<file path="config.mk">
export PLATFORM = sky130hd
export DESIGN_NAME = differential_thrust_velocity_loop
export DESIGN_NICKNAME = d
export VERILOG_FILES = /design/src/rtl/dtvl_pkg.sv /design/src/rtl/dtvl_div_lane.sv /design/src/rtl/dtvl_datapath.sv /design/src/rtl/dtvl_ctrl.sv /design/src/rtl/differential_thrust_velocity_loop.sv
export SDC_FILE = /design/constraint.sdc
export NUM_CORES = 2
export LEC_CHECK = 0
export BUFFER_PORTS_ARGS = -buffer_cell sky130_fd_sc_hd__buf_2
export CAP_MARGIN = 30
export CORE_ASPECT_RATIO = 0.8
export CORE_MARGIN = 4
export CORE_UTILIZATION = 49
export CTS_CLUSTER_SIZE = 30
export DETAILED_ROUTE_END_ITERATION = 10
export HOLD_SLACK_MARGIN = 0.03
export PLACE_DENSITY = 0.7
export SLEW_MARGIN = 20
export SYNTH_ARGS = -nofsm -noshare
export SYNTH_HDL_FRONTEND = slang
export SYNTH_SLANG_ARGS = --single-unit
export TNS_END_PERCENT = 10
</file>
<file path="constraint.sdc">
create_clock -name clk -period 20.4 [get_ports clk]
set_input_delay 2.04 -clock clk [delete_from_list [all_inputs] [get_ports clk]]
set_output_delay 2.04 -clock clk [all_outputs]
set_load 0.02 [all_outputs]
</file>
<file path="src/rtl/dtvl_pkg.sv">
// Shared types and constants for the differential thrust velocity loop.
`timescale 1ns / 1ps

package dtvl_pkg;

  // Divider lanes: 15 quotient bits, operands up to 23 bits.
  localparam int Q_W = 15;
  localparam int MAG_W = 23;
  localparam int DIV_CNT_W = $clog2(Q_W);

  // Base thrust integrator limits (Q4.14, plus or minus 4.0).
  localparam logic signed [17:0] BASE_MAX = 18'sd65536;
  localparam logic signed [17:0] BASE_MIN = -18'sd65536;

  // Unit thrust (1.0 in Q2.14) as a magnitude.
  localparam logic [MAG_W-1:0] UNIT_MAG = 23'd16384;

  // Configuration register indexes.
  localparam logic [2:0] REG_SURGE_VEL_LIMIT = 3'd0;
  localparam logic [2:0] REG_YAW_VEL_LIMIT = 3'd1;
  localparam logic [2:0] REG_SURGE_CLAMP = 3'd2;
  localparam logic [2:0] REG_YAW_CLAMP = 3'd3;
  localparam logic [2:0] REG_SURGE_GAIN = 3'd4;
  localparam logic [2:0] REG_YAW_GAIN = 3'd5;

  // Configuration register contents.
  typedef struct packed {
    logic [15:0] surge_vel_limit;
    logic [15:0] yaw_vel_limit;
    logic [14:0] surge_clamp;
    logic [14:0] yaw_clamp;
    logic [15:0] surge_gain;
    logic [15:0] yaw_gain;
  } cfg_t;

  // Commands from the controller to the datapath.
  typedef struct packed {
    logic load_in;
    logic norm_init;
    logic resc_init;
    logic div_step;
    logic norm_fin;
    logic mul_surge;
    logic mul_yaw;
    logic base_upd;
    logic mix;
    logic mag;
    logic pick_max;
    logic out_load;
  } cmd_t;

  // Status from the datapath to the controller.
  typedef struct packed {
    logic resc_now;
  } status_t;

endpackage

</file>
<file path="src/rtl/dtvl_div_lane.sv">
// Restoring divider lane producing a 15-bit quotient of (mag * 2^14) / divisor.
`timescale 1ns / 1ps

module dtvl_div_lane (
  input  logic                           clk,
  input  logic                           init,
  input  logic                           step,
  input  logic [dtvl_pkg::MAG_W-1:0]     dividend_mag,
  input  logic [dtvl_pkg::MAG_W-1:0]     divisor,
  output logic [dtvl_pkg::Q_W-1:0]       quotient
);

  logic [dtvl_pkg::MAG_W-1:0] rem;
  logic [dtvl_pkg::Q_W-1:0]   bits;
  logic [dtvl_pkg::MAG_W-1:0] d;
  logic [dtvl_pkg::Q_W-1:0]   q;
  logic [dtvl_pkg::MAG_W:0]   trial;
  logic                       ge;

  // One quotient bit per step: shift in the next dividend bit and compare.
  assign trial = {rem, bits[dtvl_pkg::Q_W-1]};
  assign ge = trial >= {1'b0, d};

  // The partial remainder starts at mag / 2, which is below the divisor
  // whenever the quotient fits in 15 bits.
  always_ff @(posedge clk) begin
    if (init) begin
      rem <= {1'b0, dividend_mag[dtvl_pkg::MAG_W-1:1]};
      bits <= {dividend_mag[0], {(dtvl_pkg::Q_W-1){1'b0}}};
      d <= divisor;
      q <= '0;
    end else if (step) begin
      rem <= ge ? dtvl_pkg::MAG_W'(trial - {1'b0, d}) : trial[dtvl_pkg::MAG_W-1:0];
      bits <= {bits[dtvl_pkg::Q_W-2:0], 1'b0};
      q <= {q[dtvl_pkg::Q_W-2:0], ge};
    end
  end

  assign quotient = q;

endmodule

</file>
<file path="src/rtl/dtvl_datapath.sv">
// Datapath: error normalization, base integrator, thrust mixing and rescaling.
`timescale 1ns / 1ps

module dtvl_datapath (
  input  logic                    clk,
  input  logic                    rst,
  input  dtvl_pkg::cfg_t          cfg,
  input  dtvl_pkg::cmd_t          cmd,
  output dtvl_pkg::status_t       status,
  input  logic signed [15:0]      target_surge,
  input  logic signed [15:0]      measured_surge,
  input  logic signed [15:0]      target_yaw,
  input  logic signed [15:0]      measured_yaw,
  output logic signed [15:0]      left_thrust,
  output logic signed [15:0]      right_thrust,
  output logic                    base_saturated,
  output logic                    rescaled
);

  localparam int MW = dtvl_pkg::MAG_W;
  localparam int QW = dtvl_pkg::Q_W;

  function automatic logic [16:0] abs17(input logic signed [16:0] v);
    return v[16] ? 17'(-v) : 17'(v);
  endfunction

  function automatic logic [24:0] abs25(input logic signed [24:0] v);
    return v[24] ? 25'(-v) : 25'(v);
  endfunction

  logic signed [16:0] err_s;
  logic signed [16:0] err_y;
  logic [16:0]        mag_es;
  logic [16:0]        mag_ey;
  logic               ovf_s;
  logic               ovf_y;
  logic signed [15:0] ns;
  logic signed [15:0] ny;
  logic [QW-1:0]      qs_s;
  logic [QW-1:0]      qs_y;
  logic signed [16:0] mul_a;
  logic signed [15:0] mul_b;
  logic signed [32:0] prod;
  logic signed [24:0] step_v;
  logic signed [23:0] diff;
  logic signed [25:0] sum;
  logic signed [25:0] base_next;
  logic signed [17:0] base;
  logic               sat;
  logic signed [24:0] left;
  logic signed [24:0] right;
  logic [24:0]        abs_l;
  logic [24:0]        abs_r;
  logic [MW-1:0]      mag_l;
  logic [MW-1:0]      mag_r;
  logic [MW-1:0]      m;
  logic               resc;
  logic [MW-1:0]      div_a_num;
  logic [MW-1:0]      div_a_den;
  logic [MW-1:0]      div_b_num;
  logic [MW-1:0]      div_b_den;
  logic [QW-1:0]      q_a;
  logic [QW-1:0]      q_b;

  assign mag_es = abs17(err_s);
  assign mag_ey = abs17(err_y);

  // Divider operands: normalization of both errors, then rescaling of both thrusts.
  always_comb begin
    if (cmd.resc_init) begin
      div_a_num = mag_l;
      div_a_den = m;
      div_b_num = mag_r;
      div_b_den = m;
    end else begin
      div_a_num = MW'(mag_es);
      div_a_den = MW'(cfg.surge_vel_limit);
      div_b_num = MW'(mag_ey);
      div_b_den = MW'(cfg.yaw_vel_limit);
    end
  end

  dtvl_div_lane u_div_a (
    .clk          (clk),
    .init         (cmd.norm_init | cmd.resc_init),
    .step         (cmd.div_step),
    .dividend_mag (div_a_num),
    .divisor      (div_a_den),
    .quotient     (q_a)
  );

  dtvl_div_lane u_div_b (
    .clk          (clk),
    .init         (cmd.norm_init | cmd.resc_init),
    .step         (cmd.div_step),
    .dividend_mag (div_b_num),
    .divisor      (div_b_den),
    .quotient     (q_b)
  );

  // Clamped quotient magnitudes; an overflowed or zero-limit quotient takes the clamp.
  // A zero error always normalizes to zero, even with a zero limit.
  assign qs_s = (mag_es == '0) ? '0 :
                ((ovf_s || (q_a > cfg.surge_clamp)) ? cfg.surge_clamp : q_a);
  assign qs_y = (mag_ey == '0) ? '0 :
                ((ovf_y || (q_b > cfg.yaw_clamp)) ? cfg.yaw_clamp : q_b);

  // Shared multiplier operands.
  always_comb begin
    if (cmd.mul_yaw) begin
      mul_a = $signed({1'b0, cfg.yaw_gain});
      mul_b = ny;
    end else begin
      mul_a = $signed({1'b0, cfg.surge_gain});
      mul_b = ns;
    end
  end

  // Base integrator update with saturation at plus or minus 4.0.
  assign step_v = prod[32:8];
  assign sum = 26'(base) + 26'(step_v);
  always_comb begin
    if (sum > 26'(dtvl_pkg::BASE_MAX)) begin
      base_next = 26'(dtvl_pkg::BASE_MAX);
    end else if (sum < 26'(dtvl_pkg::BASE_MIN)) begin
      base_next = 26'(dtvl_pkg::BASE_MIN);
    end else begin
      base_next = sum;
    end
  end

  assign diff = prod[32:9];
  assign abs_l = abs25(left);
  assign abs_r = abs25(right);
  assign status.resc_now = (mag_l > dtvl_pkg::UNIT_MAG) || (mag_r > dtvl_pkg::UNIT_MAG);

  // Integrator state.
  always_ff @(posedge clk) begin
    if (rst) begin
      base <= '0;
    end else if (cmd.base_upd) begin
      base <= base_next[17:0];
    end
  end

  // Working registers of one transaction.
  always_ff @(posedge clk) begin
    if (cmd.load_in) begin
      err_s <= 17'(target_surge) - 17'(measured_surge);
      err_y <= 17'(target_yaw) - 17'(measured_yaw);
    end
    if (cmd.norm_init) begin
      ovf_s <= (mag_es >= {cfg.surge_vel_limit, 1'b0}) && (mag_es != '0);
      ovf_y <= (mag_ey >= {cfg.yaw_vel_limit, 1'b0}) && (mag_ey != '0);
    end
    if (cmd.norm_fin) begin
      ns <= err_s[16] ? 16'(-{1'b0, qs_s}) : {1'b0, qs_s};
      ny <= err_y[16] ? 16'(-{1'b0, qs_y}) : {1'b0, qs_y};
    end
    if (cmd.mul_surge || cmd.mul_yaw) begin
      prod <= mul_a * mul_b;
    end
    if (cmd.base_upd) begin
      sat <= (base_next == 26'(dtvl_pkg::BASE_MAX)) || (base_next == 26'(dtvl_pkg::BASE_MIN));
    end
    if (cmd.mix) begin
      left <= 25'(base) + 25'(diff);
      right <= 25'(base) - 25'(diff);
    end
    if (cmd.mag) begin
      mag_l <= abs_l[MW-1:0];
      mag_r <= abs_r[MW-1:0];
    end
    if (cmd.pick_max) begin
      m <= (mag_l > mag_r) ? mag_l : mag_r;
      resc <= status.resc_now;
    end
  end

  // Result register; rescaled thrusts take back the sign of the unscaled ones.
  always_ff @(posedge clk) begin
    if (cmd.out_load) begin
      if (resc) begin
        left_thrust <= left[24] ? 16'(-{1'b0, q_a}) : {1'b0, q_a};
        right_thrust <= right[24] ? 16'(-{1'b0, q_b}) : {1'b0, q_b};
      end else begin
        left_thrust <= left[15:0];
        right_thrust <= right[15:0];
      end
      base_saturated <= sat;
      rescaled <= resc;
    end
  end

  // The integrator never leaves its saturation range.
  a_base_range: assert property (@(posedge clk) disable iff (rst)
    (base >= dtvl_pkg::BASE_MIN) && (base <= dtvl_pkg::BASE_MAX))
    else $error("base thrust outside its limits");

endmodule

</file>
<file path="src/rtl/dtvl_ctrl.sv">
// Controller: sequences one transaction through the datapath and drives the handshakes.
`timescale 1ns / 1ps

module dtvl_ctrl (
  input  logic                clk,
  input  logic                rst,
  input  logic                in_valid,
  output logic                in_stall,
  output logic                out_valid,
  input  logic                out_stall,
  input  dtvl_pkg::status_t   status,
  output dtvl_pkg::cmd_t      cmd
);

  typedef enum logic [3:0] {
    S_IDLE,
    S_NORM_INIT,
    S_NORM_DIV,
    S_NORM_FIN,
    S_MUL,
    S_BASE,
    S_MIX,
    S_MAG,
    S_MAX,
    S_RESC_INIT,
    S_RESC_DIV,
    S_DONE
  } state_t;

  localparam logic [dtvl_pkg::DIV_CNT_W-1:0] CNT_LAST = dtvl_pkg::DIV_CNT_W'(dtvl_pkg::Q_W - 1);

  state_t                          state;
  state_t                          state_next;
  logic [dtvl_pkg::DIV_CNT_W-1:0]  cnt;
  logic                            out_free;

  assign in_stall = (state != S_IDLE);
  assign out_free = !out_valid || !out_stall;

  // Command decode and next state.
  always_comb begin
    cmd = '0;
    state_next = state;
    unique case (state)
      S_IDLE: begin
        if (in_valid) begin
          cmd.load_in = 1'b1;
          state_next = S_NORM_INIT;
        end
      end
      S_NORM_INIT: begin
        cmd.norm_init = 1'b1;
        state_next = S_NORM_DIV;
      end
      S_NORM_DIV: begin
        cmd.div_step = 1'b1;
        if (cnt == CNT_LAST) begin
          state_next = S_NORM_FIN;
        end
      end
      S_NORM_FIN: begin
        cmd.norm_fin = 1'b1;
        state_next = S_MUL;
      end
      S_MUL: begin
        cmd.mul_surge = 1'b1;
        state_next = S_BASE;
      end
      S_BASE: begin
        cmd.base_upd = 1'b1;
        cmd.mul_yaw = 1'b1;
        state_next = S_MIX;
      end
      S_MIX: begin
        cmd.mix = 1'b1;
        state_next = S_MAG;
      end
      S_MAG: begin
        cmd.mag = 1'b1;
        state_next = S_MAX;
      end
      S_MAX: begin
        cmd.pick_max = 1'b1;
        state_next = status.resc_now ? S_RESC_INIT : S_DONE;
      end
      S_RESC_INIT: begin
        cmd.resc_init = 1'b1;
        state_next = S_RESC_DIV;
      end
      S_RESC_DIV: begin
        cmd.div_step = 1'b1;
        if (cnt == CNT_LAST) begin
          state_next = S_DONE;
        end
      end
      S_DONE: begin
        if (out_free) begin
          cmd.out_load = 1'b1;
          state_next = S_IDLE;
        end
      end
      default: begin
        state_next = S_IDLE;
      end
    endcase
  end

  // State, divider step count and the result valid flag.
  always_ff @(posedge clk) begin
    if (rst) begin
      state <= S_IDLE;
      cnt <= '0;
      out_valid <= 1'b0;
    end else begin
      state <= state_next;
      if (cmd.div_step) begin
        cnt <= cnt + 1'b1;
      end else begin
        cnt <= '0;
      end
      if (cmd.out_load) begin
        out_valid <= 1'b1;
      end else if (!out_stall) begin
        out_valid <= 1'b0;
      end
    end
  end

  // A held result is never overwritten.
  a_no_overwrite: assert property (@(posedge clk) disable iff (rst)
    cmd.out_load |-> !(out_valid && out_stall))
    else $error("result register loaded while a stalled result waits");

  // An accepted transaction starts normalization on the next cycle.
  a_accept_starts: assert property (@(posedge clk) disable iff (rst)
    (in_valid && !in_stall) |=> (state == S_NORM_INIT))
    else $error("accepted transaction did not start");

  // A new result appears only after the finishing state.
  a_result_from_done: assert property (@(posedge clk) disable iff (rst)
    $rose(out_valid) |-> ($past(state) == S_DONE))
    else $error("result valid raised outside the finishing state");

endmodule

</file>
<file path="src/rtl/differential_thrust_velocity_loop.sv">
// Top level: register file, controller and datapath of the differential thrust velocity loop.
`timescale 1ns / 1ps

// Each accepted transaction carries target and measured surge and yaw velocities and
// yields one result with the left and right thrust commands, the base saturation flag
// and the rescale flag. Transactions are handled one at a time: the block accepts no new
// item until the last one's result has been loaded into the result register, which can
// wait on out_stall. The two restoring divider lanes, 15 quotient bits each, run once
// for the error normalization and once more for the rescaling pass when
// the thrusts need rescaling. A finished result waits in its own register, so
// the next transaction is accepted while it is still held. Configuration registers sit
// at byte addresses 0, 4, 8, 12, 16 and 20 and are to be written only while idle.

module differential_thrust_velocity_loop (
  input  logic               clk,
  input  logic               rst,
  input  logic               psel,
  input  logic               penable,
  input  logic               pwrite,
  input  logic [4:0]         paddr,
  input  logic [31:0]        pwdata,
  output logic [31:0]        prdata,
  output logic               pready,
  input  logic               in_valid,
  output logic               in_stall,
  input  logic signed [15:0] target_surge,
  input  logic signed [15:0] measured_surge,
  input  logic signed [15:0] target_yaw,
  input  logic signed [15:0] measured_yaw,
  output logic               out_valid,
  input  logic               out_stall,
  output logic signed [15:0] left_thrust,
  output logic signed [15:0] right_thrust,
  output logic               base_saturated,
  output logic               rescaled
);

  dtvl_pkg::cfg_t    cfg;
  dtvl_pkg::cmd_t    cmd;
  dtvl_pkg::status_t status;
  logic              wr;
  logic [2:0]        reg_idx;

  assign pready = 1'b1;
  assign wr = psel && penable && pwrite;
  assign reg_idx = paddr[4:2];

  // Configuration register writes.
  always_ff @(posedge clk) begin
    if (rst) begin
      cfg.surge_vel_limit <= 16'd256;
      cfg.yaw_vel_limit <= 16'd256;
      cfg.surge_clamp <= 15'd16384;
      cfg.yaw_clamp <= 15'd16384;
      cfg.surge_gain <= 16'd256;
      cfg.yaw_gain <= 16'd256;
    end else if (wr) begin
      unique case (reg_idx)
        dtvl_pkg::REG_SURGE_VEL_LIMIT: cfg.surge_vel_limit <= pwdata[15:0];
        dtvl_pkg::REG_YAW_VEL_LIMIT: cfg.yaw_vel_limit <= pwdata[15:0];
        dtvl_pkg::REG_SURGE_CLAMP: cfg.surge_clamp <= pwdata[14:0];
        dtvl_pkg::REG_YAW_CLAMP: cfg.yaw_clamp <= pwdata[14:0];
        dtvl_pkg::REG_SURGE_GAIN: cfg.surge_gain <= pwdata[15:0];
        dtvl_pkg::REG_YAW_GAIN: cfg.yaw_gain <= pwdata[15:0];
        default: begin
        end
      endcase
    end
  end

  // Configuration register reads.
  always_comb begin
    unique case (reg_idx)
      dtvl_pkg::REG_SURGE_VEL_LIMIT: prdata = 32'(cfg.surge_vel_limit);
      dtvl_pkg::REG_YAW_VEL_LIMIT: prdata = 32'(cfg.yaw_vel_limit);
      dtvl_pkg::REG_SURGE_CLAMP: prdata = 32'(cfg.surge_clamp);
      dtvl_pkg::REG_YAW_CLAMP: prdata = 32'(cfg.yaw_clamp);
      dtvl_pkg::REG_SURGE_GAIN: prdata = 32'(cfg.surge_gain);
      dtvl_pkg::REG_YAW_GAIN: prdata = 32'(cfg.yaw_gain);
      default: prdata = '0;
    endcase
  end

  dtvl_ctrl u_ctrl (
    .clk       (clk),
    .rst       (rst),
    .in_valid  (in_valid),
    .in_stall  (in_stall),
    .out_valid (out_valid),
    .out_stall (out_stall),
    .status    (status),
    .cmd       (cmd)
  );

  dtvl_datapath u_datapath (
    .clk            (clk),
    .rst            (rst),
    .cfg            (cfg),
    .cmd            (cmd),
    .status         (status),
    .target_surge   (target_surge),
    .measured_surge (measured_surge),
    .target_yaw     (target_yaw),
    .measured_yaw   (measured_yaw),
    .left_thrust    (left_thrust),
    .right_thrust   (right_thrust),
    .base_saturated (base_saturated),
    .rescaled       (rescaled)
  );

endmodule
</file>
# Word-level counts from Yosys, hierarchy flattened
# Index checks and enable logic that the tools add are counted.
[totals] word_cells=178 output_inout_bits=69 in_bits=108 register_bits=494
[classes] bitwise=2 n_lt_le_gt_ge=11 n_reduce_logical=29 mux=54 eq_ne=24 multipliers=1 n_addsub=16
[ops] cell="$mux W23" n=7
[ops] cell="$mux W15" n=9
[ops] cell="$mux W16" n=8
[ops] cell="$pmux W16 S6" n=1
[ops] cell="$mux W22" n=4
[ops] cell="$neg A15 Y16" n=4
[ops] cell="$mux W26" n=2
[ops] cell="$ge A24 B23 Y1" n=2
[ops] cell="$pmux W4 S12" n=1
[ops] cell="$gt A23 B15 Y1 const B" n=2
[ops] cell="$neg A23 Y23" n=2
[ops] cell="$sub A23 B23 Y23" n=2
[ops] cell="$ge A17 B17 Y1" n=2
[ops] cell="$logic_not A17 Y1" n=2
[ops] cell="$mux W17" n=2
[ops] cell="$neg A17 Y17" n=2
[ops] cell="$reduce_bool A17 Y1" n=2
[ops] cell="$sub A16 B16 Y17" n=2
[ops] cell="$mul A17 B16 Y33" n=1
[ops] cell="$gt A15 B15 Y1" n=2
[ops] cell="$add A18 B25 Y26" n=1
[ops] cell="$eq A26 B17 Y1 const B" n=1
[ops] cell="$eq A26 B18 Y1 const B" n=1
[ops] cell="$gt A26 B18 Y1 const B" n=1
[ops] cell="other kinds (29)" n=74

# Longest topological paths before layout
[logic_depth] depth_word=6 mapped_depth=31 mapped_depth_nobuf=27

# Cells and area by module
# Synthesis repeated with hierarchy kept, for this count alone.
[hier_totals] hier_cells=4412 hier_area_um2=41549.8
[modules_own_cells] mod="dtvl_datapath" seq_area_each_um2=7687.4 cells_each=3141 n_inst=1 area_per_inst_um2=28805.1
[modules_own_cells] mod="dtvl_div_lane" seq_area_each_um2=1701.6 cells_each=381 n_inst=2 area_per_inst_um2=3797.4
[modules_own_cells] mod="differential_thrust_velocity_loop" seq_area_each_um2=1881.8 cells_each=446 n_inst=1 area_per_inst_um2=4642.0
[modules_own_cells] mod="dtvl_ctrl" seq_area_each_um2=180.2 cells_each=63 n_inst=1 area_per_inst_um2=508.0

# Worst setup path after synthesis
# Ideal clock, no wire load.
[synth_timing] kind="register -> register" start="register u_ctrl.state[0]" end="register u_datapath.prod[32] (data pin)" arrival_time_ns=7.674 slack_ns=12.466 setup_time_ns=0.260 path_stages_with_launch=31 path_buffers=4 path_cell_list="dfxtp_1 > buf_2 > nor4bb_1 > clkbuf_1 > buf_1 > clkbuf_1 > mux2i_1 > nor2_1 > fa_1 > inv_1 > fa_1 > inv_1 > ha_1 > fa_1 > fa_1 > inv_1 > fa_1 > inv_1 > ha_1 > a21o_1 > a21oi_1 > o21ai_0 > a21oi_1 > a21oi_1 > o21a_1 > nand2_1 > a32oi_1 > a31o_2 > a2111o_1 > a31oi_1 > xnor2_1"
[synth_between] elab_chain_len=4 elab_cells_between_ends=5 classes_between="1 x mul; 1 x eq/ne; 3 x mux"
[synth_rtl] element="start, declared" line="dtvl_ctrl.sv:32" source="state_t state;"
[synth_rtl] element="start signal, assigned" line="dtvl_ctrl.sv:115" source="state <= state_next;"
[synth_rtl] element="$eq A4 B3 Y1 (*)" line="dtvl_ctrl.sv:44" source="unique case (state)"
[synth_rtl] element="$mux W2 (*)" line="dtvl_ctrl.sv:44"
[synth_rtl] element="$mux W16" line="dtvl_datapath.sv:110" source="if (cmd.mul_yaw) begin"
[synth_rtl] element="$mul A17 B16 Y33 (*)" line="dtvl_datapath.sv:161" source="prod <= mul_a * mul_b;"
[synth_rtl] element="end signal, assigned" line="dtvl_datapath.sv:161"
[synth_rtl] element="end, declared" line="dtvl_datapath.sv:43" source="logic signed [32:0] prod;"
# Mark *: on every way between the ends. The rest lies on a longest branch, timed or not.
# A chain may end at the register's enable or synchronous reset.

# Worst setup path in the final report
[layout_timing] start="register u_ctrl.state[3]" end="register u_datapath.prod[32] (data pin)"
# Same word-level chain as after synthesis.

==> metrics.cfg <==
[cells_and_area]
layout_top_registers=cfg (94), u_datapath.prod (25), u_datapath.right (24)
multi_input_gate_area_in_the_final_layout_sq_mm=0.0240
final_cell_area_sq_mm=0.0433
layout_stage_area_growth_over_the_synthesis_result_pct=9.41
most_frequent_standard_cell_in_the_layout_excluding_fill_and_tap_cells=sky130_fd_sc_hd__inv_1
filler_cell_count=7156
final_cell_mix=sky130_fd_sc_hd__inv_1 (517), sky130_fd_sc_hd__nand2_1 (505), sky130_fd_sc_hd__nor2_1 (384)
final_layout_size_suffix_gt1_share_pct=9.27
regArea_sq_mm=0.0129
finish.net_count=5076
max_ffs_per_register=94
max_flop_register=cfg
post-route-util_pct=54.5

[global_route]
groute.usage.overall_pct=27.0
grt_start_max_net_pins=81
number_of_global_route_vias_before_repair=30300
antenna_found_initial=6
globalRoute.totalOverflow=0
global_route_wire_length_before_repair_mm=178

[timing]
post-route-worst-setup-slack_ns=11.04
timing.max_slew.rel_slack_pct=35.9
setup_viol=0
largest_clock_skew_in_the_final_design_ns=0.0375
fin_setup_tns_ns=0
clock_period_minus_final_worst_setup_slack_ns=9.36
max_freq_mhz=107
fin_crit_sh_pct=45.9
final_hold_viol_count=0
timing_max_transition_violations_final=0
grt_setup_unrepaired=no
tightest_slew_ns=0.962

[placed_design]
gp_congestion=0.988
postPlaceCellArea_sq_mm=0.0413
detailedPlace.worstSlack_ns=10.83
place_hpwl_mm=92.5
buffer_ports.inserted=141

[logic_synthesis]
ys_ff_latch=482
synth_enable_flop_cells=329
yosys.cell_types.count=91
synth-seq-area-share_pct=32.7
synth_flop_cell=sky130_fd_sc_hd__edfxtp_1
postSynthAreaPerCell_sq_um=9.14
synth_cells=4327
asyncSetResetFlopFracSynth_pct=0
synth-warning-count=0
syn-cell-area_sq_mm=0.0395

[detailed_routing]
via_per_inst=5.82
drt-pass1-iter-count=7
remaining_drc_errors=0
average_wire_per_cell_in_the_routed_design_um=21.2
ant_nets=0
finalWirelength_mm=116
first_iter_violations=3415
routed-via-count=31900

[pwr]
vdd_drop_max_mv=0.0659
cell_internal_pwr_w=0.00257
power.share.clock_pct=24.4
p_per_area_mw_per_mm2=97.7
power.sequential.fraction_pct=32.3
post-layout-total-power_w=0.00423
net-switching-power_w=0.00166
combPwrFrac_pct=43.2
switching_share_pct=39.2
leakage_nw=18.6

[setup_path]
rr_startpoint=u_ctrl.state[3]
critPathLaunchType=flip-flop
required_ns=20.73
cell_repeated_most_along_the_worst_path=sky130_fd_sc_hd__fa_1
criticalPathCategory=flip-flop to flip-flop
cp_slowest_cell=sky130_fd_sc_hd__mux2i_2
critPathLaunch=u_ctrl.state[3]
reg2regPathDepth=29
largest_fanout_on_the_critical_path=65
worstSetupEndpointType=flip-flop
critPathMaxStageDelay_ns=0.61
worst_ep_arrival_time_ns=9.69

[floorplan]
dieWidth_um=326
floorplan.initialDensity_pct=49.8
die_area_sq_mm=0.0853
ioPinCount=177
rows=92
die_h_um=262
core_region_area_sq_mm=0.0794

[clocking]
post-cts-setup-buffer-count=0
max-clock-path-buffers=3
worst_setup_hold_path_clk_slew_ns=0.07
tritoncts.num_buffers=53
hold_buffers=0
sinks_on_the_clock_net=482
cts_tree=built
cts_root_buffer=sky130_fd_sc_hd__clkbuf_16
clock_latency_ns=0.61
cts-resized-gates=0
htree_num_levels=2

[min_path]
min_path_cells=0
worstHoldStart=u_datapath.sat
worst_hold_path_class=flip-flop to flip-flop

[run_status]
run_status=completed

[job]
maxCapViolations=0

critical path: cells and delay by family (launching register included):
kind / cells / cell delay [ns]
adder cells (fa/ha/maj): 7 / 3.40
AO/OA/AOI/OAI: 9 / 2.40
buffers and inverters: 8 / 1.45
AND/OR/NAND/NOR: 3 / 0.70
multiplexers: 1 / 0.61
flip-flops: 1 / 0.31
XOR/XNOR: 1 / 0.12
cell usage after synthesis (32+ instances only):
| master | n | share of area (%) |
|---|---|---|
| sky130_fd_sc_hd__nor2b_1 | 43 | 0.68 |
| sky130_fd_sc_hd__nand3_1 | 44 | 0.56 |
| sky130_fd_sc_hd__nor3_1 | 65 | 0.82 |
| sky130_fd_sc_hd__a211oi_1 | 34 | 0.65 |
| sky130_fd_sc_hd__mux2i_1 | 128 | 3.2 |
| sky130_fd_sc_hd__a21o_1 | 64 | 1.2 |
| sky130_fd_sc_hd__dfxtp_1 | 153 | 7.7 |
| sky130_fd_sc_hd__a22o_1 | 37 | 0.82 |
| sky130_fd_sc_hd__inv_1 | 519 | 4.9 |
| sky130_fd_sc_hd__nor2_1 | 390 | 3.7 |
| sky130_fd_sc_hd__xnor2_1 | 177 | 3.9 |
| sky130_fd_sc_hd__mux2_2 | 66 | 1.9 |
| sky130_fd_sc_hd__edfxtp_1 | 329 | 25 |
| sky130_fd_sc_hd__xor2_1 | 71 | 1.6 |
| sky130_fd_sc_hd__o21ai_0 | 157 | 2.0 |
| sky130_fd_sc_hd__fa_1 | 200 | 10 |
| sky130_fd_sc_hd__nand2_1 | 505 | 4.8 |
| sky130_fd_sc_hd__ha_1 | 358 | 11 |
| sky130_fd_sc_hd__nand2b_1 | 36 | 0.57 |
| sky130_fd_sc_hd__o31ai_1 | 44 | 0.84 |
| sky130_fd_sc_hd__a21oi_1 | 305 | 3.9 |
| sky130_fd_sc_hd__clkbuf_1 | 143 | 1.4 |
| sky130_fd_sc_hd__nand4_1 | 32 | 0.51 |
through the flow:
stage / hold slack, ns / instances
finish: 0.434 / 5489
global route: 0.454 / 5489
CTS: 0.433 / 5484
detailed placement: 0.408 / 5385
global placement: 0.422 / 5373
floorplan: 0.400 / 4342
area by class of cell:
class | instances | area share (%)
Multi-Input combinational cell | 3154 | 55.5
Sequential cell | 482 | 29.9
Inverter | 522 | 4.53
Clock buffer | 61 | 3.23
Tap cell | 1034 | 2.99
Timing Repair Buffer | 197 | 2.71
Clock inverter | 38 | 1.07
Antenna cell | 1 | 0.00579
power groups by stage:
stage	combinational, W	clock, W	sequential, W
detailed placement	0.00177	0	0.00138
CTS	0.00179	0.00104	0.00136
global route	0.00202	0.00109	0.00138
finish	0.00183	0.00103	0.00137
floorplan	0.00131	0	0.00134
global placement	0.00175	0	0.00138
cell families (layout without fill, tap and decap cells):
| family | Yosys count | after routing | synth area share [%] |
|---|---|---|---|
| compound gates | 855 | 855 | 13.6 |
| other cells | 2 | 18 | 0.0190 |
| fa+ha+maj | 558 | 558 | 21.5 |
| xor+xnor | 248 | 248 | 5.49 |
| flops | 482 | 482 | 32.7 |
| simple gates | 1279 | 1279 | 14.5 |
| buf+inv | 706 | 818 | 6.92 |
| mux | 197 | 197 | 5.26 |
routing by layer:
metal	GRT usage, %	vias to the layer above	wire length [um]
met4	8.43	4	3990
li1	-	15000	-
met3	8.05	191	14200
met5	0	-	32
met2	38.6	1504	47000
met1	39.2	15200	51300
worst paths after layout:
kind / endpoint / slack [ns]
max reg2reg: u_datapath.prod[32] / 11.04
max: u_datapath.prod[32] / 11.04
min reg2reg: u_datapath.base_saturated / 0.43
min: u_datapath.base_saturated / 0.43
No activity file was read; power rests on OpenSTA's default activity.
